[src/hw/rtl/bra_pkg.sv]
// Package of the bitmap run allocator: codes, constants and helper functions.
`default_nettype none

package bra_pkg;

  localparam int MAP_BYTES = 512;

  localparam int CmdW    = 2;
  localparam int IndexW  = 32;
  localparam int CountW  = 13;
  localparam int StatusW = 2;
  localparam int LengthW = 10;

  localparam int InDataW  = 48;
  localparam int OutDataW = 40;

  localparam logic [9:0] LENGTH_RESET = 10'd512;

  typedef enum logic [CmdW-1:0] {
    CMD_TEST  = 2'd0,
    CMD_SET   = 2'd1,
    CMD_CLEAR = 2'd2,
    CMD_ALLOC = 2'd3
  } cmd_e;

  typedef enum logic [StatusW-1:0] {
    ST_OK    = 2'd0,
    ST_RANGE = 2'd1,
    ST_NOFIT = 2'd2,
    ST_ZERO  = 2'd3
  } status_e;

  // Configuration register indexes.
  localparam logic CFG_BASE   = 1'b0;
  localparam logic CFG_LENGTH = 1'b1;

  // Byte mask with bits lo through hi set.
  function automatic logic [7:0] run_mask(input logic [2:0] lo, input logic [2:0] hi);
    logic [7:0] m;
    m = '0;
    for (int k = 0; k < 8; k++) begin
      m[k] = (3'(k) >= lo) && (3'(k) <= hi);
    end
    return m;
  endfunction

endpackage

`default_nettype wire

[src/hw/rtl/bra_map.sv]
// Occupancy memory: one write port and one registered read port, one byte per entry.
`default_nettype none

module bra_map #(
  parameter int Depth = bra_pkg::MAP_BYTES,
  parameter int AddrW = (Depth > 1) ? $clog2(Depth) : 1
) (
  input  wire logic             clk_i,
  input  wire logic             we_i,
  input  wire logic [AddrW-1:0] waddr_i,
  input  wire logic [7:0]       wdata_i,
  input  wire logic [AddrW-1:0] raddr_i,
  output logic      [7:0]       rdata_o
);

  logic [7:0] mem [Depth];
  logic [7:0] rdata_q;

  always_ff @(posedge clk_i) begin
    if (we_i) begin
      mem[waddr_i] <= wdata_i;
    end
  end

  always_ff @(posedge clk_i) begin
    rdata_q <= mem[raddr_i];
  end

  assign rdata_o = rdata_q;

endmodule

`default_nettype wire

[src/hw/rtl/bra_scan.sv]
// Byte scan unit: extends the free-run count over one map byte and finds the first fit.
`default_nettype none

module bra_scan (
  input  wire logic [7:0]                  byte_i,
  input  wire logic [bra_pkg::CountW-1:0]  run_i,
  input  wire logic [bra_pkg::CountW-1:0]  cnt_i,
  output logic                             hit_o,
  output logic      [2:0]                  pos_o,
  output logic      [bra_pkg::CountW-1:0]  run_o
);

  localparam int RunW = bra_pkg::CountW + 1;

  logic [3:0]      tz    [8];
  logic [7:0]      allf;
  logic [RunW-1:0] run_j [8];
  logic [7:0]      fit;

  // tz counts the free bits ending at each position inside the byte; allf marks
  // positions where every bit up to and including it is free, so the incoming run continues.
  always_comb begin
    for (int j = 0; j < 8; j++) begin
      if (j == 0) begin
        tz[j]   = byte_i[j] ? 4'd0 : 4'd1;
        allf[j] = ~byte_i[j];
      end else begin
        tz[j]   = byte_i[j] ? 4'd0 : tz[j-1] + 4'd1;
        allf[j] = allf[j-1] & ~byte_i[j];
      end
      run_j[j] = allf[j] ? RunW'(run_i) + RunW'(j + 1) : RunW'(tz[j]);
      fit[j]   = run_j[j] >= RunW'(cnt_i);
    end
  end

  always_comb begin
    hit_o = 1'b0;
    pos_o = 3'd0;
    for (int j = 7; j >= 0; j--) begin
      if (fit[j]) begin
        hit_o = 1'b1;
        pos_o = 3'(j);
      end
    end
  end

  assign run_o = run_j[7][bra_pkg::CountW-1:0];

endmodule

`default_nettype wire

[src/hw/rtl/bitmap_run_allocator.sv]
// Top level of the bitmap run allocator: sequencer, shared adder and result register.
//
//   Channel   Direction  Handshake              Payload
//   s_axis    in         tvalid / tready        cmd, bit_index, run_length
//   m_axis    out        tvalid / tready        status, bit_value, run_start
//   cfg       in         cfg_valid / cfg_ready  register index, write data
//
// Test, set and clear pass from acceptance through a range check on the shared adder,
// a read-modify-write of the map byte, then the output register. Allocate scans map
// bytes until the run fits and then marks the bytes it covers, or scans the whole map
// length when nothing fits; the single map read port, one byte a cycle, paces both passes.
// After reset a clearing pass writes every map byte before the first item is taken.
// A stalled output holds the next result in the sequencer.
`default_nettype none

module bitmap_run_allocator #(
  parameter int MapBytes = bra_pkg::MAP_BYTES
) (
  input  wire logic                         clk_i,
  input  wire logic                         rst_ni,
  input  wire logic                         s_axis_tvalid_i,
  output logic                              s_axis_tready_o,
  // [1:0] cmd, [33:2] bit_index, [46:34] run_length, [47] zero
  input  wire logic [bra_pkg::InDataW-1:0]  s_axis_tdata_i,
  output logic                              m_axis_tvalid_o,
  input  wire logic                         m_axis_tready_i,
  // [1:0] status, [2] bit_value, [34:3] run_start, [39:35] zero
  output logic      [bra_pkg::OutDataW-1:0] m_axis_tdata_o,
  input  wire logic                         cfg_valid_i,
  output logic                              cfg_ready_o,
  input  wire logic                         cfg_index_i,
  input  wire logic [31:0]                  cfg_data_i
);

  localparam int AddrW = (MapBytes > 1) ? $clog2(MapBytes) : 1;
  localparam int PtrW  = $clog2(MapBytes + 1);
  localparam int BitW  = AddrW + 3;
  localparam int CntW  = bra_pkg::CountW;

  localparam logic [3:0] S_CLEAR = 4'd0;
  localparam logic [3:0] S_IDLE  = 4'd1;
  localparam logic [3:0] S_CHK   = 4'd2;
  localparam logic [3:0] S_RD    = 4'd3;
  localparam logic [3:0] S_SCAN  = 4'd4;
  localparam logic [3:0] S_FIX   = 4'd5;
  localparam logic [3:0] S_START = 4'd6;
  localparam logic [3:0] S_MARK  = 4'd7;
  localparam logic [3:0] S_DONE  = 4'd8;

  logic [3:0] state_q, state_d;

  logic [31:0]               base_q;
  logic [bra_pkg::LengthW-1:0] length_q;
  logic [PtrW-1:0]           len_eff;

  // Item registers.
  bra_pkg::cmd_e   cmd_q;
  logic [31:0]     idx_q;
  logic [CntW-1:0] cnt_q, cnt_m1_q;
  logic [PtrW-1:0] len_q;

  // Sequencer registers.
  logic [PtrW-1:0]  clr_ptr_q, clr_ptr_d;
  logic [PtrW-1:0]  ptr_q, ptr_d;
  logic             pend_q, pend_d;
  logic [AddrW-1:0] proc_q, proc_d;
  logic [CntW-1:0]  run_q, run_d;
  logic [BitW-1:0]  rel_q, rel_d;
  logic [BitW-1:0]  last_q, last_d;
  logic [BitW-1:0]  found_q, found_d;

  bra_pkg::status_e res_status_q, res_status_d;
  logic             res_bit_q, res_bit_d;
  logic [31:0]      res_start_q, res_start_d;

  logic             m_valid_q, m_valid_d;
  bra_pkg::status_e out_status_q;
  logic             out_bit_q;
  logic [31:0]      out_start_q;

  // Shared adder.
  logic [31:0] add_a, add_b;
  logic        add_cin;
  logic [32:0] sum;
  logic        in_range;

  // Map ports.
  logic             map_we;
  logic [AddrW-1:0] map_waddr, map_raddr;
  logic [7:0]       map_wdata, map_rdata;

  // Scan unit.
  logic            scan_hit;
  logic [2:0]      scan_pos;
  logic [CntW-1:0] scan_run;

  logic       s_acc, out_free;
  logic [2:0] mk_lo, mk_hi;
  logic [7:0] bit_m;
  logic [PtrW-1:0] last_byte;

  assign s_acc    = s_axis_tvalid_i && s_axis_tready_o;
  assign out_free = !m_valid_q || m_axis_tready_i;

  always_comb begin
    if (32'(length_q) > 32'(MapBytes)) begin
      len_eff = PtrW'(MapBytes);
    end else begin
      len_eff = PtrW'(length_q);
    end
  end

  always_ff @(posedge clk_i or negedge rst_ni) begin
    if (!rst_ni) begin
      base_q   <= '0;
      length_q <= bra_pkg::LENGTH_RESET;
    end else if (cfg_valid_i && cfg_ready_o) begin
      unique case (cfg_index_i)
        bra_pkg::CFG_BASE:   base_q   <= cfg_data_i;
        bra_pkg::CFG_LENGTH: length_q <= cfg_data_i[bra_pkg::LengthW-1:0];
        default:             base_q   <= base_q;
      endcase
    end
  end

  assign cfg_ready_o = 1'b1;

  always_comb begin
    unique case (state_q)
      S_CHK: begin
        add_a   = idx_q;
        add_b   = ~base_q;
        add_cin = 1'b1;
      end
      S_FIX: begin
        add_a   = 32'(last_q);
        add_b   = ~32'(cnt_m1_q);
        add_cin = 1'b1;
      end
      default: begin
        add_a   = base_q;
        add_b   = 32'(found_q);
        add_cin = 1'b0;
      end
    endcase
  end

  assign sum      = {1'b0, add_a} + {1'b0, add_b} + 33'(add_cin);
  // A carry out means no borrow, so the index is at or above the base.
  assign in_range = sum[32] && (sum[31:3] < 29'(len_q));

  assign last_byte = PtrW'(last_q[BitW-1:3]);
  assign mk_lo     = (proc_q == found_q[BitW-1:3]) ? found_q[2:0] : 3'd0;
  assign mk_hi     = (proc_q == last_q[BitW-1:3]) ? last_q[2:0] : 3'd7;
  assign bit_m     = 8'd1 << rel_q[2:0];

  always_comb begin
    state_d      = state_q;
    clr_ptr_d    = clr_ptr_q;
    ptr_d        = ptr_q;
    pend_d       = pend_q;
    proc_d       = proc_q;
    run_d        = run_q;
    rel_d        = rel_q;
    last_d       = last_q;
    found_d      = found_q;
    res_status_d = res_status_q;
    res_bit_d    = res_bit_q;
    res_start_d  = res_start_q;
    m_valid_d    = m_valid_q && !m_axis_tready_i;
    map_we       = 1'b0;
    map_waddr    = proc_q;
    map_wdata    = map_rdata;
    map_raddr    = ptr_q[AddrW-1:0];

    unique case (state_q)
      S_CLEAR: begin
        map_we    = 1'b1;
        map_waddr = clr_ptr_q[AddrW-1:0];
        map_wdata = 8'd0;
        clr_ptr_d = clr_ptr_q + PtrW'(1);
        if (clr_ptr_q == PtrW'(MapBytes - 1)) begin
          state_d = S_IDLE;
        end
      end
      S_IDLE: begin
        if (s_acc) begin
          res_status_d = bra_pkg::ST_OK;
          res_bit_d    = 1'b0;
          res_start_d  = '0;
          ptr_d        = '0;
          pend_d       = 1'b0;
          run_d        = '0;
          if (bra_pkg::cmd_e'(s_axis_tdata_i[1:0]) != bra_pkg::CMD_ALLOC) begin
            state_d = S_CHK;
          end else if (s_axis_tdata_i[46:34] == '0) begin
            res_status_d = bra_pkg::ST_ZERO;
            state_d      = S_DONE;
          end else begin
            state_d = S_SCAN;
          end
        end
      end
      S_CHK: begin
        rel_d     = sum[BitW-1:0];
        map_raddr = sum[BitW-1:3];
        if (in_range) begin
          state_d = S_RD;
        end else begin
          res_status_d = bra_pkg::ST_RANGE;
          state_d      = S_DONE;
        end
      end
      S_RD: begin
        map_waddr = rel_q[BitW-1:3];
        case (cmd_q)
          bra_pkg::CMD_TEST: res_bit_d = map_rdata[rel_q[2:0]];
          bra_pkg::CMD_SET: begin
            map_we    = 1'b1;
            map_wdata = map_rdata | bit_m;
          end
          default: begin
            map_we    = 1'b1;
            map_wdata = map_rdata & ~bit_m;
          end
        endcase
        state_d = S_DONE;
      end
      S_SCAN: begin
        // Reads are issued one byte a cycle; the byte read last cycle is scanned now.
        if (pend_q) begin
          run_d = scan_run;
        end
        if (ptr_q < len_q) begin
          pend_d = 1'b1;
          proc_d = ptr_q[AddrW-1:0];
          ptr_d  = ptr_q + PtrW'(1);
        end else begin
          pend_d = 1'b0;
        end
        if (pend_q && scan_hit) begin
          last_d  = {proc_q, scan_pos};
          state_d = S_FIX;
        end else if (!pend_q && (ptr_q == len_q)) begin
          res_status_d = bra_pkg::ST_NOFIT;
          state_d      = S_DONE;
        end
      end
      S_FIX: begin
        found_d = sum[BitW-1:0];
        state_d = S_START;
      end
      S_START: begin
        res_start_d = sum[31:0];
        ptr_d       = PtrW'(found_q[BitW-1:3]);
        pend_d      = 1'b0;
        state_d     = S_MARK;
      end
      S_MARK: begin
        if (pend_q) begin
          map_we    = 1'b1;
          map_wdata = map_rdata | bra_pkg::run_mask(mk_lo, mk_hi);
        end
        if (ptr_q <= last_byte) begin
          pend_d = 1'b1;
          proc_d = ptr_q[AddrW-1:0];
          ptr_d  = ptr_q + PtrW'(1);
        end else begin
          pend_d = 1'b0;
          if (!pend_q) begin
            state_d = S_DONE;
          end
        end
      end
      S_DONE: begin
        if (out_free) begin
          m_valid_d = 1'b1;
          state_d   = S_IDLE;
        end
      end
      default: state_d = S_IDLE;
    endcase
  end

  always_ff @(posedge clk_i or negedge rst_ni) begin
    if (!rst_ni) begin
      state_q   <= S_CLEAR;
      clr_ptr_q <= '0;
      ptr_q     <= '0;
      pend_q    <= 1'b0;
      m_valid_q <= 1'b0;
    end else begin
      state_q   <= state_d;
      clr_ptr_q <= clr_ptr_d;
      ptr_q     <= ptr_d;
      pend_q    <= pend_d;
      m_valid_q <= m_valid_d;
    end
  end

  always_ff @(posedge clk_i) begin
    proc_q       <= proc_d;
    run_q        <= run_d;
    rel_q        <= rel_d;
    last_q       <= last_d;
    found_q      <= found_d;
    res_status_q <= res_status_d;
    res_bit_q    <= res_bit_d;
    res_start_q  <= res_start_d;
    if (s_acc) begin
      cmd_q    <= bra_pkg::cmd_e'(s_axis_tdata_i[1:0]);
      idx_q    <= s_axis_tdata_i[33:2];
      cnt_q    <= s_axis_tdata_i[46:34];
      cnt_m1_q <= s_axis_tdata_i[46:34] - CntW'(1);
      len_q    <= len_eff;
    end
    if ((state_q == S_DONE) && out_free) begin
      out_status_q <= res_status_q;
      out_bit_q    <= res_bit_q;
      out_start_q  <= res_start_q;
    end
  end

  bra_map #(
    .Depth (MapBytes),
    .AddrW (AddrW)
  ) u_map (
    .clk_i   (clk_i),
    .we_i    (map_we),
    .waddr_i (map_waddr),
    .wdata_i (map_wdata),
    .raddr_i (map_raddr),
    .rdata_o (map_rdata)
  );

  bra_scan u_scan (
    .byte_i (map_rdata),
    .run_i  (run_q),
    .cnt_i  (cnt_q),
    .hit_o  (scan_hit),
    .pos_o  (scan_pos),
    .run_o  (scan_run)
  );

  assign s_axis_tready_o = (state_q == S_IDLE);
  assign m_axis_tvalid_o = m_valid_q;
  assign m_axis_tdata_o  = {5'd0, out_start_q, out_bit_q, out_status_q};

endmodule

`default_nettype wire

[config.mk]
export PLATFORM = sky130hd
export DESIGN_NAME = bitmap_run_allocator
export DESIGN_NICKNAME = d
export VERILOG_FILES = /design/src/hw/rtl/bra_pkg.sv /design/src/hw/rtl/bra_map.sv /design/src/hw/rtl/bra_scan.sv /design/src/hw/rtl/bitmap_run_allocator.sv
export SDC_FILE = /design/constraint.sdc
export NUM_CORES = 2
export LEC_CHECK = 0
export BUFFER_PORTS_ARGS = -buffer_cell sky130_fd_sc_hd__buf_2
export CAP_MARGIN = 25
export CORE_MARGIN = 10
export CORE_UTILIZATION = 55
export CTS_BUF_LIST = sky130_fd_sc_hd__clkbuf_4
export DETAILED_ROUTE_END_ITERATION = 10
export HOLD_SLACK_MARGIN = 0.15
export PLACE_DENSITY = 0.73
export SLEW_MARGIN = 30
export SYNTH_ARGS = -nofsm -noshare
export SYNTH_HDL_FRONTEND = slang
export SYNTH_HIERARCHICAL = 1
export SYNTH_SLANG_ARGS = --single-unit
[constraint.sdc]
create_clock -name clk_i -period 40.5 [get_ports clk_i]
set_input_delay 12.15 -clock clk_i [delete_from_list [all_inputs] [get_ports clk_i]]
set_output_delay 12.15 -clock clk_i [all_outputs]
set_load 0.05 [all_outputs]
==> results.sh <==
export IMPL_cts_made_buffers=1135
export IMPL_async_reset_ff_share_pct=1.56
export IMPL_worstRegToRegCells=26
export IMPL_status="completed"
export IMPL_finalWorstSetupSlack_ns=24.79
export IMPL_cp_top_family="simple AND/OR/NAND/NOR gates"
export IMPL_hold_violations=0
export IMPL_criticalPathCategory="reg2out"
export IMPL_ir_drop_mv=0.150
export IMPL_critical_path_required_ns=28.35
export IMPL_min_path_cells=0
export IMPL_portBuffers=121
export IMPL_ys_dominant_reg_cell="edfxtp_1"
export IMPL_num_vias=101000
export IMPL_slew_viol_final=0
export IMPL_hold_ws_ns=0.381
export IMPL_postCtsResizedCells=0
export IMPL_finalSetupViolCount=0
export IMPL_worst_pin_slew_ns=1.11
export IMPL_drt_initial_drc_count=12800
export IMPL_grtUsageTotal_pct=25.5
export IMPL_wl_per_cell_um=28.5
export IMPL_start_kind="flip-flop"
export IMPL_final_antenna_net_count=0
export IMPL_clkSinkCount=4370
export IMPL_critPathMaxFanout=14
export IMPL_worstPathCellList="nor2_2 > nand2_1 > inv_1 > buf_2"
export IMPL_routed_wl_um=450000
export IMPL_dp_cells=13900
export IMPL_ys_seq_area_share_pct=73.3
export IMPL_io_pins=129
export IMPL_fin_skew_ns=0.185
export IMPL_cp_arrival_ns=3.56
export IMPL_min_to="out_start_q[4]$_DFFE_PP_"
export IMPL_post_route_drc_count=0
export IMPL_drt_pass1_iter_count=8
export IMPL_die_h_um=590
export IMPL_cts_hold_buffers_added=0
export IMPL_cts_tree="yes"
export IMPL_antenna_found_initial=22
export IMPL_place_congestion=0.936
export IMPL_hp_start="res_start_q[4]$_SDFFCE_PN0P_"
export IMPL_min_path_type="reg2reg"
export IMPL_rsz0062_at_grt="no"
export IMPL_syn_area_sq_um=178000
export IMPL_grt_max_degree=214
export IMPL_relSlewSlack_pct=26.0
export IMPL_syn_mean_instance_area_sq_um=17.9
export IMPL_fin_cells=15800
export IMPL_die_area_sq_um=348000
export IMPL_cts_root_buf="clkbuf_4"
export IMPL_drive_gt1_share_pct=23.9
export IMPL_clock_fmax_mhz=63.7
export IMPL_p_leak_nw=64.9
export IMPL_fill_cells=23000
export IMPL_clockBufferDepth=5
export IMPL_ys_types=95
export IMPL_r2r_end="u_map/rdata_o[1]$_DFF_P_"
export IMPL_dpl_hpwl_um=267000
export IMPL_slowest_stage="nor2_2"
export IMPL_r2r_slack_ns=28.99
export IMPL_synth_edf_count=4294
export IMPL_post_route_period_util_pct=38.8
export IMPL_grt_pass1_vias=103000
export IMPL_die_w_um=590
export IMPL_timing_rr_start="state_q[0]$_DFFE_PN0P_"
export IMPL_pwr_density_cell_nw_per_um2=81.9
export IMPL_yosys_warnings=6
export IMPL_area_growth_syn_to_layout_pct=10.2
export IMPL_finalSetupTns_ns=0
export IMPL_dpl_worst_slack_ns=26.29
export IMPL_max_cap_violations=0
export IMPL_core_area_sq_um=323000
export IMPL_insertion_delay_ns=1.73
export IMPL_fp_row_count=209
export IMPL_ys_ff_latch=4370
export IMPL_grt_pass1_wl_um=662000
export IMPL_crit_buf_inv=2
export IMPL_start_util_pct=55.2
export IMPL_netlist_instances=9943
export IMPL_period_minus_slack_ns=15.71
export IMPL_end_kind="output port"
export IMPL_via_per_inst=6.42
export IMPL_final_nets=11000
export IMPL_clk_transition_reported_paths_ns=0.07
export IMPL_grt_overflow=0
export IMPL_critPathMaxStageDelay_ns=0.56
export IMPL_h_tree_depth=7
export IMPL_post_cts_repair_setup_buffers=0
-- power by group --
part,total [mW],internal (mW),switching (mW),leakage [nW]
clock network,3.56,1.88,1.67,7.93
registers,6.18,6.10,0.0807,40.0
logic,6.36,2.01,4.34,17.0
total,16.1,10.0,6.10,64.9
-- worst max-delay path by stage --
stage / start / endpoint / slack, ns / depth (start not counted)
floorplan: state_q[1]$_DFFE_PN0P_ / u_map/mem[0][0]$_DFFE_PP_ / 0.58 / 5
CTS: state_q[2]$_DFFE_PN0P_ / s_axis_tready_o / 24.37 / 4
global placement: s_axis_tdata_i[38] / state_q[3]$_DFFE_PN0P_ / 26.27 / 10
finish: state_q[2]$_DFFE_PN0P_ / s_axis_tready_o / 24.79 / 4
global route: state_q[2]$_DFFE_PN0P_ / s_axis_tready_o / 24.60 / 4
detailed placement: state_q[2]$_DFFE_PN0P_ / s_axis_tready_o / 26.29 / 4
-- layout by cell type, fill, tap and decap left out, types with 83 or more instances in the layout --
cell,netlist,routed
a21oi_1,325,322
buf_2,60,120
buf_4,78,128
clkbuf_4,0,1590
clkinv_1,1,175
edfxtp_1,4294,4294
ha_1,177,177
inv_1,86,83
mux2i_1,801,801
mux4_2,656,656
nand2_1,257,241
nor2_1,775,767
nor3_1,153,149
o21ai_0,254,244
o221ai_1,386,385
o22ai_1,175,175
-- area by class of cell --
type	instances	area (sq um)	area share, %
Antenna cell	22	55.1	0.0280
Clock buffer	1590	11900	6.07
Clock inverter	225	1250	0.637
Inverter	89	342	0.174
Multi-Input combinational cell	4873	44400	22.6
Sequential cell	4370	131000	66.5
Tap cell	4325	5410	2.75
Timing Repair Buffer	293	2370	1.21
-- Yosys cell counts (43+ instances only) --
library cell,instances,area share [%]
buf_4,78,0.33
o221ai_1,386,1.9
nor4_1,49,0.17
nand3_1,64,0.18
a21oi_1,325,0.91
xor2_1,61,0.30
buf_6,66,0.42
xnor2_1,56,0.27
nand2_1,257,0.54
inv_1,86,0.18
mux2i_1,801,4.5
clkbuf_1,343,0.72
o21ai_0,254,0.71
a22oi_1,69,0.29
o22ai_1,175,0.61
edfxtp_1,4294,72
mux2_2,43,0.27
nor3_1,153,0.43
nand4_1,58,0.20
or3_1,45,0.16
ha_1,177,1.2
nor2_1,775,1.6
buf_1,52,0.11
buf_2,60,0.17
dfrtp_1,67,0.94
mux4_2,656,8.3
and3_1,47,0.16
-- logic make-up after synthesis --
logic type	after synthesis	share of synthesized area, %
buffers and inverters	704	2.08
AND/OR/NAND/NOR	1598	4.06
flip-flops	4370	73.3
XOR/XNOR	118	0.590
adder cells (fa/ha/maj)	179	1.26
multiplexers	1500	13.0
other	2	0.00421
AO/OA/AOI/OAI	1472	5.65
-- state kept, by name, summed over array words and instances, names as in the netlist, 4 cells and up --
name,count
u_map/mem,4096
base_q,32
idx_q,32
out_start_q,32
res_start_q,32
cnt_m1_q,13
cnt_q,13
run_q,13
found_q,12
last_q,12
rel_q,12
clr_ptr_q,10
len_q,10
length_q,10
ptr_q,10
proc_q,9
u_map/rdata_o,8
state_q,4
-- metal layers --
| layer | GRT usage, % | routed length [um] | share of wire (%) | vias up |
|---|---|---|---|---|
| li1 | - | - | - | 42800 |
| met1 | 33.5 | 164000 | 36 | 51100 |
| met2 | 39.6 | 215000 | 48 | 6419 |
| met3 | 7.72 | 51700 | 11 | 959 |
| met4 | 11.8 | 19400 | 4.3 | 4 |
| met5 | 0 | 17 | 0.0038 | - |
-- per-stage QoR --
| stage | utilization (%) | total power [mW] | area, sq um |
|---|---|---|---|
| after global placement | 56.5 | 12.3 | 183000 |
| after global routing | 60.8 | 16.7 | 197000 |
| after CTS | 60.7 | 16.0 | 196000 |
| after floorplan | - | 11.5 | 178000 |
| after detailed placement | 56.6 | 12.5 | 183000 |
| final | 60.8 | 16.1 | 197000 |
No activity file was read; power rests on OpenSTA's default activity.
